--- src/sv/pas_pkg.sv ---
`default_nettype none
// ----------------------------------------------------------------------------
// pas_pkg
// Shared codes and types for the positional array store: request codes,
// status codes, the decoded operation and the queued request word.
// ----------------------------------------------------------------------------
package pas_pkg;

   // request type codes as they arrive on the port
   localparam logic [2:0] REQ_CLEAR  = 3'd0;
   localparam logic [2:0] REQ_INSERT = 3'd1;
   localparam logic [2:0] REQ_DELETE = 3'd2;
   localparam logic [2:0] REQ_SEARCH = 3'd3;
   localparam logic [2:0] REQ_READ   = 3'd4;

   // result status codes
   localparam logic [1:0] ST_DONE    = 2'd0;
   localparam logic [1:0] ST_BAD     = 2'd1;
   localparam logic [1:0] ST_MISSING = 2'd2;

   localparam int POS_W = 7;
   localparam int VAL_W = 32;

   typedef enum logic [2:0] {
      OP_CLEAR  = 3'd0,
      OP_INSERT = 3'd1,
      OP_DELETE = 3'd2,
      OP_SEARCH = 3'd3,
      OP_READ   = 3'd4,
      OP_BAD    = 3'd5
   } op_type;

   typedef struct packed {
      op_type             op;
      logic [POS_W-1:0]   position;
      logic [VAL_W-1:0]   value;
   } item_type;

   // head of the request queue as seen by the back end
   typedef struct packed {
      logic     valid;
      item_type item;
   } head_type;

endpackage
`default_nettype wire

--- src/sv/pas_ram.sv ---
`default_nettype none
// ----------------------------------------------------------------------------
// pas_ram
// Generic single-write, single-read RAM with registered read data.
// ----------------------------------------------------------------------------
module pas_ram #(
   parameter int WIDTH = 32,
   parameter int DEPTH = 64
) (
   input  logic                     clock,
   input  logic                     wr_en,
   input  logic [$clog2(DEPTH)-1:0] wr_addr,
   input  logic [WIDTH-1:0]         wr_data,
   input  logic                     rd_en,
   input  logic [$clog2(DEPTH)-1:0] rd_addr,
   output logic [WIDTH-1:0]         rd_data
);

   logic [WIDTH-1:0] mem_ff [DEPTH];
   logic [WIDTH-1:0] rd_data_ff;

   always_ff @(posedge clock) begin
      if (wr_en) begin
         mem_ff[wr_addr] <= wr_data;
      end
      if (rd_en) begin
         rd_data_ff <= mem_ff[rd_addr];
      end
   end

   assign rd_data = rd_data_ff;

endmodule
`default_nettype wire

--- src/sv/pas_front.sv ---
`default_nettype none
// ----------------------------------------------------------------------------
// pas_front
// Request intake: decode the request type and hold words in a two-entry
// queue until the back end takes them.
// ----------------------------------------------------------------------------
module pas_front (
   input  logic                clock,
   input  logic                reset,
   input  logic                start,
   output logic                busy,
   input  logic [2:0]          req_type,
   input  logic [6:0]          req_position,
   input  logic signed [31:0]  req_value,
   input  logic                pop,
   output pas_pkg::head_type   head
);

   pas_pkg::item_type q_ff [2];
   logic       wr_ptr_ff, wr_ptr_in;
   logic       rd_ptr_ff, rd_ptr_in;
   logic [1:0] cnt_ff, cnt_in;
   logic       push;
   logic       do_pop;
   pas_pkg::op_type op;

   always_comb begin
      unique case (req_type)
         pas_pkg::REQ_CLEAR:  op = pas_pkg::OP_CLEAR;
         pas_pkg::REQ_INSERT: op = pas_pkg::OP_INSERT;
         pas_pkg::REQ_DELETE: op = pas_pkg::OP_DELETE;
         pas_pkg::REQ_SEARCH: op = pas_pkg::OP_SEARCH;
         pas_pkg::REQ_READ:   op = pas_pkg::OP_READ;
         default:             op = pas_pkg::OP_BAD;
      endcase
   end

   assign busy   = (cnt_ff == 2'd2);
   assign push   = start && !busy;
   assign do_pop = pop && (cnt_ff != 2'd0);

   always_comb begin
      wr_ptr_in = push   ? !wr_ptr_ff : wr_ptr_ff;
      rd_ptr_in = do_pop ? !rd_ptr_ff : rd_ptr_ff;
      cnt_in    = cnt_ff;
      if (push && !do_pop) begin
         cnt_in = cnt_ff + 2'd1;
      end else if (do_pop && !push) begin
         cnt_in = cnt_ff - 2'd1;
      end
   end

   always_ff @(posedge clock) begin
      if (reset) begin
         wr_ptr_ff <= 1'b0;
         rd_ptr_ff <= 1'b0;
         cnt_ff    <= 2'd0;
      end else begin
         wr_ptr_ff <= wr_ptr_in;
         rd_ptr_ff <= rd_ptr_in;
         cnt_ff    <= cnt_in;
      end
   end

   always_ff @(posedge clock) begin
      if (push) begin
         q_ff[wr_ptr_ff].op       <= op;
         q_ff[wr_ptr_ff].position <= req_position;
         q_ff[wr_ptr_ff].value    <= req_value;
      end
   end

   assign head.valid = (cnt_ff != 2'd0);
   assign head.item  = q_ff[rd_ptr_ff];

endmodule
`default_nettype wire

--- src/sv/pas_back.sv ---
`default_nettype none
// ----------------------------------------------------------------------------
// pas_back
// Request execution: bounds checks against the fill count, entry moves
// for insert and delete, linear search and reads, all through the RAM.
// ----------------------------------------------------------------------------
module pas_back #(
   parameter int DEPTH = 64
) (
   input  logic               clock,
   input  logic               reset,
   input  pas_pkg::head_type  head,
   output logic               pop,
   output logic               rsp_valid,
   output logic [1:0]         rsp_status,
   output logic [6:0]         rsp_found_position,
   output logic signed [31:0] rsp_read_value,
   output logic [6:0]         rsp_fill_count
);

   localparam int ADDR_W = $clog2(DEPTH);
   localparam int CNT_W  = $clog2(DEPTH + 1);
   localparam int CMP_W  = ((CNT_W > 7) ? CNT_W : 7) + 1;
   localparam logic [CMP_W-1:0]  DEPTH_C = CMP_W'(DEPTH);
   localparam logic [CMP_W-1:0]  ONE_C   = CMP_W'(1);
   localparam logic [ADDR_W-1:0] ONE_A   = ADDR_W'(1);
   localparam logic [CNT_W-1:0]  ONE_N   = CNT_W'(1);

   typedef enum logic [3:0] {
      S_IDLE = 4'b0001,
      S_READ = 4'b0010,
      S_USE  = 4'b0100,
      S_PUT  = 4'b1000
   } state_type;

   state_type         state_ff, state_in;
   logic [ADDR_W-1:0] idx_ff, idx_in;
   logic [CNT_W-1:0]  count_ff, count_in;
   pas_pkg::item_type cur_ff, cur_in;
   pas_pkg::item_type work;

   logic        rsp_valid_ff, rsp_valid_in;
   logic [1:0]  rsp_status_ff, rsp_status_in;
   logic [6:0]  rsp_found_ff, rsp_found_in;
   logic [31:0] rsp_rdval_ff, rsp_rdval_in;
   logic [6:0]  rsp_fill_ff, rsp_fill_in;

   logic              wr_en, rd_en;
   logic [ADDR_W-1:0] wr_addr;
   logic [31:0]       wr_data, rd_data;

   logic [CMP_W-1:0]  pos_ext, cnt_ext, idx_ext, pos_m1_ext, cnt_m1_ext, found_ext;
   logic [CMP_W-1:0]  fill_ext;
   logic [ADDR_W-1:0] pos_m1;
   logic              pos_ok, ins_ok, at_last, at_pos;

   pas_ram #(
      .WIDTH (32),
      .DEPTH (DEPTH)
   ) u_ram (
      .clock   (clock),
      .wr_en   (wr_en),
      .wr_addr (wr_addr),
      .wr_data (wr_data),
      .rd_en   (rd_en),
      .rd_addr (idx_ff),
      .rd_data (rd_data)
   );

   assign work       = (state_ff == S_IDLE) ? head.item : cur_ff;
   assign pos_ext    = CMP_W'(work.position);
   assign cnt_ext    = CMP_W'(count_ff);
   assign idx_ext    = CMP_W'(idx_ff);
   assign pos_m1_ext = pos_ext - ONE_C;
   assign cnt_m1_ext = cnt_ext - ONE_C;
   assign found_ext  = idx_ext + ONE_C;
   assign pos_m1     = pos_m1_ext[ADDR_W-1:0];
   assign pos_ok     = (pos_ext >= ONE_C) && (pos_ext <= cnt_ext);
   assign ins_ok     = (cnt_ext < DEPTH_C) && (pos_ext >= ONE_C)
                       && (pos_ext <= cnt_ext + ONE_C);
   assign at_last    = (idx_ext == cnt_m1_ext);
   assign at_pos     = (idx_ext == pos_m1_ext);
   assign rd_en      = (state_ff == S_READ);

   always_comb begin
      state_in     = state_ff;
      idx_in       = idx_ff;
      count_in     = count_ff;
      cur_in       = cur_ff;
      pop          = 1'b0;
      wr_en        = 1'b0;
      wr_addr      = idx_ff;
      wr_data      = rd_data;
      rsp_valid_in = 1'b0;
      rsp_status_in = pas_pkg::ST_DONE;
      rsp_found_in = 7'd0;
      rsp_rdval_in = 32'd0;

      unique case (state_ff)
         S_IDLE: begin
            if (head.valid) begin
               pop    = 1'b1;
               cur_in = head.item;
               unique case (work.op)
                  pas_pkg::OP_CLEAR: begin
                     count_in     = '0;
                     rsp_valid_in = 1'b1;
                  end
                  pas_pkg::OP_INSERT: begin
                     if (!ins_ok) begin
                        rsp_valid_in  = 1'b1;
                        rsp_status_in = pas_pkg::ST_BAD;
                     end else if (pos_ext == cnt_ext + ONE_C) begin
                        state_in = S_PUT;
                     end else begin
                        idx_in   = cnt_m1_ext[ADDR_W-1:0];
                        state_in = S_READ;
                     end
                  end
                  pas_pkg::OP_DELETE: begin
                     if (!pos_ok) begin
                        rsp_valid_in  = 1'b1;
                        rsp_status_in = pas_pkg::ST_BAD;
                     end else if (pos_ext == cnt_ext) begin
                        count_in     = count_ff - ONE_N;
                        rsp_valid_in = 1'b1;
                     end else begin
                        idx_in   = pos_ext[ADDR_W-1:0];
                        state_in = S_READ;
                     end
                  end
                  pas_pkg::OP_SEARCH: begin
                     if (count_ff == '0) begin
                        rsp_valid_in  = 1'b1;
                        rsp_status_in = pas_pkg::ST_MISSING;
                     end else begin
                        idx_in   = '0;
                        state_in = S_READ;
                     end
                  end
                  pas_pkg::OP_READ: begin
                     if (pos_ok) begin
                        idx_in   = pos_m1;
                        state_in = S_READ;
                     end else begin
                        rsp_valid_in  = 1'b1;
                        rsp_status_in = pas_pkg::ST_BAD;
                     end
                  end
                  default: begin
                     rsp_valid_in  = 1'b1;
                     rsp_status_in = pas_pkg::ST_BAD;
                  end
               endcase
            end
         end
         S_READ: begin
            state_in = S_USE;
         end
         S_USE: begin
            state_in = S_READ;
            unique case (work.op)
               pas_pkg::OP_INSERT: begin
                  // move one entry up, walking down toward the insert slot
                  wr_en   = 1'b1;
                  wr_addr = idx_ff + ONE_A;
                  if (at_pos) begin
                     state_in = S_PUT;
                  end else begin
                     idx_in = idx_ff - ONE_A;
                  end
               end
               pas_pkg::OP_DELETE: begin
                  // move one entry down, walking up toward the tail
                  wr_en   = 1'b1;
                  wr_addr = idx_ff - ONE_A;
                  if (at_last) begin
                     count_in     = count_ff - ONE_N;
                     rsp_valid_in = 1'b1;
                     state_in     = S_IDLE;
                  end else begin
                     idx_in = idx_ff + ONE_A;
                  end
               end
               pas_pkg::OP_SEARCH: begin
                  if (rd_data == work.value) begin
                     rsp_valid_in = 1'b1;
                     rsp_found_in = found_ext[6:0];
                     state_in     = S_IDLE;
                  end else if (at_last) begin
                     rsp_valid_in  = 1'b1;
                     rsp_status_in = pas_pkg::ST_MISSING;
                     state_in      = S_IDLE;
                  end else begin
                     idx_in = idx_ff + ONE_A;
                  end
               end
               default: begin
                  rsp_valid_in = 1'b1;
                  rsp_rdval_in = rd_data;
                  state_in     = S_IDLE;
               end
            endcase
         end
         S_PUT: begin
            wr_en        = 1'b1;
            wr_addr      = pos_m1;
            wr_data      = work.value;
            count_in     = count_ff + ONE_N;
            rsp_valid_in = 1'b1;
            state_in     = S_IDLE;
         end
         default: begin
            state_in = S_IDLE;
         end
      endcase
   end

   assign fill_ext    = CMP_W'(count_in);
   assign rsp_fill_in = fill_ext[6:0];

   always_ff @(posedge clock) begin
      if (reset) begin
         state_ff     <= S_IDLE;
         count_ff     <= '0;
         rsp_valid_ff <= 1'b0;
      end else begin
         state_ff     <= state_in;
         count_ff     <= count_in;
         rsp_valid_ff <= rsp_valid_in;
      end
   end

   always_ff @(posedge clock) begin
      idx_ff        <= idx_in;
      cur_ff        <= cur_in;
      rsp_status_ff <= rsp_status_in;
      rsp_found_ff  <= rsp_found_in;
      rsp_rdval_ff  <= rsp_rdval_in;
      rsp_fill_ff   <= rsp_fill_in;
   end

   assign rsp_valid          = rsp_valid_ff;
   assign rsp_status         = rsp_status_ff;
   assign rsp_found_position = rsp_found_ff;
   assign rsp_read_value     = rsp_rdval_ff;
   assign rsp_fill_count     = rsp_fill_ff;

endmodule
`default_nettype wire

--- src/sv/positional_array_store_core.sv ---
`default_nettype none
// ----------------------------------------------------------------------------
// positional_array_store_core
// Flow: clear, rejected requests, search on an empty list and delete of the
//   last entry finish from idle without a RAM access; read does one RAM
//   read; search reads entries from the front until a match or the end;
//   insert at p shifts entries p..count up; delete shifts p+1..count down.
// Throughput: one request per back-end run; every moved or compared entry
//   costs a RAM read then a write or compare. Results cannot be stalled.
// Reset: synchronous, empties the queue and the list; RAM is not cleared.
// ----------------------------------------------------------------------------
module positional_array_store_core #(
   parameter int DEPTH = 64
) (
   input  logic               clock,
   input  logic               reset,
   // request side
   input  logic               start,
   output logic               busy,
   input  logic [2:0]         req_type,
   input  logic [6:0]         req_position,
   input  logic signed [31:0] req_value,
   // result side, one-cycle strobe
   output logic               rsp_valid,
   output logic [1:0]         rsp_status,
   output logic [6:0]         rsp_found_position,
   output logic signed [31:0] rsp_read_value,
   output logic [6:0]         rsp_fill_count
);

   // queue head handed from intake to execution
   pas_pkg::head_type head;
   logic              pop;

   // intake: decode and hold up to two words
   pas_front u_front (
      .clock        (clock),
      .reset        (reset),
      .start        (start),
      .busy         (busy),
      .req_type     (req_type),
      .req_position (req_position),
      .req_value    (req_value),
      .pop          (pop),
      .head         (head)
   );

   // execution: owns the list RAM, the fill count and the result register
   pas_back #(
      .DEPTH (DEPTH)
   ) u_back (
      .clock              (clock),
      .reset              (reset),
      .head               (head),
      .pop                (pop),
      .rsp_valid          (rsp_valid),
      .rsp_status         (rsp_status),
      .rsp_found_position (rsp_found_position),
      .rsp_read_value     (rsp_read_value),
      .rsp_fill_count     (rsp_fill_count)
   );

   // queue comes out of reset empty, so intake is open
   a_open_after_reset: assert property (@(posedge clock) reset |=> !busy)
      else $error("busy after reset");

   // fill count never exceeds the list depth
   a_fill_bound: assert property (@(posedge clock) disable iff (reset)
      rsp_valid |-> ((DEPTH > 127) || (rsp_fill_count <= DEPTH)))
      else $error("fill count above depth");

   // a miss carries neither position nor data
   a_miss_clean: assert property (@(posedge clock) disable iff (reset)
      (rsp_valid && (rsp_status == pas_pkg::ST_MISSING))
      |-> ((rsp_found_position == 7'd0) && (rsp_read_value == 32'sd0)))
      else $error("miss with payload");

   // a reported match is always a success
   a_found_done: assert property (@(posedge clock) disable iff (reset)
      (rsp_valid && (rsp_found_position != 7'd0))
      |-> (rsp_status == pas_pkg::ST_DONE))
      else $error("match without done status");

endmodule
`default_nettype wire
--- config.mk ---
export PLATFORM = sky130hd
export DESIGN_NAME = positional_array_store_core
export DESIGN_NICKNAME = d
export VERILOG_FILES = /design/src/sv/pas_pkg.sv /design/src/sv/pas_ram.sv /design/src/sv/pas_front.sv /design/src/sv/pas_back.sv /design/src/sv/positional_array_store_core.sv
export SDC_FILE = /design/constraint.sdc
export NUM_CORES = 2
export LEC_CHECK = 0
export BUFFER_PORTS_ARGS = -buffer_cell sky130_fd_sc_hd__clkbuf_2
export CAP_MARGIN = 20
export CELL_PAD_IN_SITES_DETAIL_PLACEMENT = 0
export CELL_PAD_IN_SITES_GLOBAL_PLACEMENT = 2
export CORE_ASPECT_RATIO = 1.25
export CORE_UTILIZATION = 42
export DETAILED_ROUTE_END_ITERATION = 6
export PLACE_DENSITY_LB_ADDON = 0.1
export SLEW_MARGIN = 20
export SYNTH_ARGS = -nofsm -noshare
export SYNTH_HDL_FRONTEND = slang
export SYNTH_SLANG_ARGS = --single-unit
export TNS_END_PERCENT = 1
--- constraint.sdc ---
create_clock -name clock -period 7.5 [get_ports clock]
set_clock_uncertainty 0.2 [all_clocks]
set_input_delay 0.75 -clock clock [delete_from_list [all_inputs] [get_ports clock]]
set_output_delay 0.75 -clock clock [all_outputs]
set_load 0.05 [all_outputs]
==> summary.md <==
| Metric | Value |
|---|---|
| Status | `finished, final reports clean` |
| Overall die width | `slightly above 400 um` |
| Footprint of the multi-input gates | `slightly above 0.02 mm^2` |
| Most frequent cell after synthesis | `edfxtp_1` |
| Arrival time at the worst endpoint | `~6.1 ns` |
| Synth area leaders | `edfxtp_1 75%, mux4_2 17%, dfxtp_1 1.5%` |
| # H-tree levels | `4` |
| Highest fanout seen on the critical path | `16` |
| IO Count | `between 90 and 100` |
| CTS tree | `yes` |
| Met1 layer wirelength in the final routing | `97110 um` |
| Per-instance average area after synthesis | `between 20 and 25 um^2` |
| Drt via density | `around 5.7` |
| Worst Tran Pin Value | `between 1 and 1.5 ns` |
| Area fraction of the dominant cell type after synthesis | `0.7494` |
| Number of distinct library cells after synthesis | `slightly below 90` |
| Yosys reg bits | `~2.3k` |
| Starting utilization of the core area | `0.4224` |
| Hold Violations, Final | `0` |
| Worst slew margin | `0.2070` |
| Total negative slack for setup checks | `0 ns` |
| Commonest cells in the synthesized netlist | `2212 x edfxtp_1, 672 x mux4_2, 120 x nor2_1` |
| Seq. cell area | `0.06773 mm^2` |
| Clock net sink count | `~2.3k` |
| Via count of the first global-routing pass | `between 40k and 50k` |
| CP Capture Type | `flop` |
| Post-route insts no fill | `about 7.2k` |
| Initial antenna violation count | `15` |
| CTS clock-pin slew for the worst setup and hold paths | `0.06 ns` |
| DRT antenna net count | `0` |
| Maximum number of pins on one net before global-route repair | `roughly 130` |
| Die boundary height | `~520 um` |
| Number of enable-type register cells in the synthesized netlist | `2212` |
| PortBufs | `between 90 and 100` |
| Metal3 WL | `between 9000 and 10000 um` |
| Count of instances resized after the clock tree is built | `0` |
| Floorplan row count | `188` |
| Final-stage net count | `~4.3k` |
| WL met2 | `~110000 um` |
| Overall via count from detail_route | `around 40k` |
| Power density normalized to cell area | `about 360 mW/mm^2` |
| Number of DRC violations after detailed routing | `0` |
| Min cycle time layout | `between 5 and 6 ns` |
| CTS Root Buffer Type | `clkbuf_16` |
| Max-capacitance violation count | `0` |
| Max Root-Sink Buffers | `4` |
| Max Used Layer | `met4` |
| Area of the die | `0.2129 mm^2` |
| Synth area leader | `edfxtp_1` |
| Number of buffers created by CTS | `230` |
| Kind of critical path | `reg2reg` |
| Primary flip-flop cell chosen by synthesis mapping | `edfxtp_1` |
| Max frequency | `around 0.17 GHz` |
| Final weighted congestion in routability-driven placement | `around 0.82` |
| Portion of the clock cycle consumed by the worst path in the final layout | `0.7731` |
| Post-synthesis sequential area ratio | `0.7641` |
| Number of fill cells in the layout | `around 17k` |
| Routed wire length | `about 220000 um` |
| Number of nets in the synthesized netlist | `~4k` |
| Global-route wire length before repair | `around 320000 um` |
| Static leakage | `31.90 nW` |
| Overall global routing resource usage | `0.2129` |
| Unrepaired setup endpoints after global routing | `no` |
| First-pass iteration count of the detailed router | `5` |
| Detailed Place HPWL | `~140000 um` |
| Cells after Synth | `roughly 3.9k` |
| Post-synthesis async set-or-reset flop share | `0` |
| Setup Viol. Count Final | `0` |
| Area of the mapped netlist | `0.08864 mm^2` |
| Area growth syn-to-layout | `14.60%` |
| Max Slew Vio Count | `0` |
| Later-pin clock latency in the skew report | `roughly 0.86 ns` |
| Critical path required time | `between 7 and 8 ns` |
| Worst-case vdd ir drop | `between 0.0002 and 0.0003 V` |
| Final global-route overflow total | `0` |
| Min-delay worst type | `in2reg` |
| Initial DRC Count | `between 3k and 4k` |
| Startpoint class of the critical path | `flop` |
| Layout cells sized above 1 | `0.3223` |
| Cell Count Post-Placement | `6695` |
| Number of warning messages in the yosys log | `0` |
| Core area | `around 0.21 mm^2` |
| Post-detailed-route wirelength per cell | `around 31 um` |
power by group:
group	internal [mW]	switching, mW	total, mW
sequential	14.3	0.198	14.5
combinational	4.71	5.95	10.7
clock	6.59	4.83	11.4
worst max-delay path, cell delays in order (launching register included):
cell and delay (ns):
dfxtp_1 0.50, nor4b_4 0.80, mux2i_1 0.93, a21oi_1 0.16, o22ai_1 0.18, nand2_1 0.09, a31oi_1 0.34, nand3_1 0.89
nor2_4 1.01, buf_4 0.33
kinds of logic (layout without fill, tap and decap cells):
| family | count (synthesis) | after routing | share of synthesized area |
|---|---|---|---|
| muxes | 754 | 754 | 0.1810 |
| adders and majority gates | 19 | 19 | 0.002654 |
| AOI/OAI and AO/OA | 168 | 168 | 0.01282 |
| and+or+nand+nor | 384 | 384 | 0.02102 |
| buffers and inverters | 240 | 721 | 0.01108 |
| other | 0 | 2 | 0 |
| xor gates and xnor gates | 71 | 71 | 0.007326 |
| DFF | 2277 | 2277 | 0.7641 |
path summary, 6_finish.rpt:
kind	startpoint	to	slack, ns	cells after the start
max	u_back.state_ff[0]	u_back.u_ram.mem_ff[9][19]	1.70	9
min reg2reg	u_front.rd_ptr_ff	u_front.rd_ptr_ff	0.32	2
min	req_type[1]	u_front.q_ff[1][39]	0.09	2
max reg2reg	u_back.state_ff[0]	u_back.u_ram.mem_ff[9][19]	1.70	9
final cells by class:
class / count / share of cell area
sequential: 2277 / 0.6667
timing repair buffer: 279 / 0.02188
clock inverter: 138 / 0.01366
inverter: 32 / 0.001182
clock buffer: 272 / 0.05891
tap: 2755 / 0.03393
multi-input combinational: 1396 / 0.2037
antenna: 2 / 0.00004927
sequential cells by signal, indices dropped and copies added, names as in the netlist, 2 cells and up, named ones only:
name	count
u_back.u_ram.rd_data	32
u_back.rsp_found_position	7
u_back.state_ff	4
u_back.idx_ff	6
u_back.u_ram.mem_ff	2048
u_back.rsp_status	2
u_back.rsp_fill_count	7
u_back.rsp_read_value	32
u_front.cnt_ff	2
u_back.count_ff	7
u_front.q_ff	84
u_back.cur_ff	42
per-stage QoR:
| step | utilization | hold WS, ns | setup WS [ns] | cell area (um^2) | power [mW] |
|---|---|---|---|---|---|
| floorplan | - | 0.2813 | 2.654 | 88640 | 21.95 |
| detailed placement | 0.4467 | 0.3031 | 1.661 | 93720 | 25.68 |
| CTS | 0.4838 | 0.002934 | 1.614 | 101500 | 37.15 |
| global placement | 0.4460 | 0.2990 | 1.755 | 93580 | 25.71 |
| global route | 0.4841 | 0.03159 | 1.352 | 101600 | 38.03 |
| finish | 0.4841 | 0.08609 | 1.702 | 101600 | 36.62 |
repair_timing:
item	CTS	global route
hold endpoints to repair	82	0
buffers inserted	0	0
hold buffers	41	0
per-layer routing:
layer	vias up	track usage
li1	17168	-
met1	22348	0.2959
met2	934	0.3614
met3	277	0.02717
met4	0	0.04281
met5	-	0
layout by cell type (no fill, tap or decap), types with 11 or more instances in the layout:
cell type and n:
a21oi_1 37, a31oi_1 15, and2_1 36, buf_12 21, buf_4 122, bufinv_16 27
clkbuf_1 36, clkbuf_16 231, clkbuf_2 94, clkinv_1 48, clkinv_2 44, dfxtp_1 64
dlygate4sd3_1 41, edfxtp_1 2212, ha_1 18, inv_1 29, mux2_2 39, mux2i_1 37
mux4_2 672, nand2_1 93, nand2_2 13, nand3_1 28, nor2_1 55, nor2_4 65
nor3_1 19, nor4_1 11, o21ai_0 26, o21ai_4 14, or3_1 12, xnor2_1 59
No activity file was read; power rests on OpenSTA's default activity.
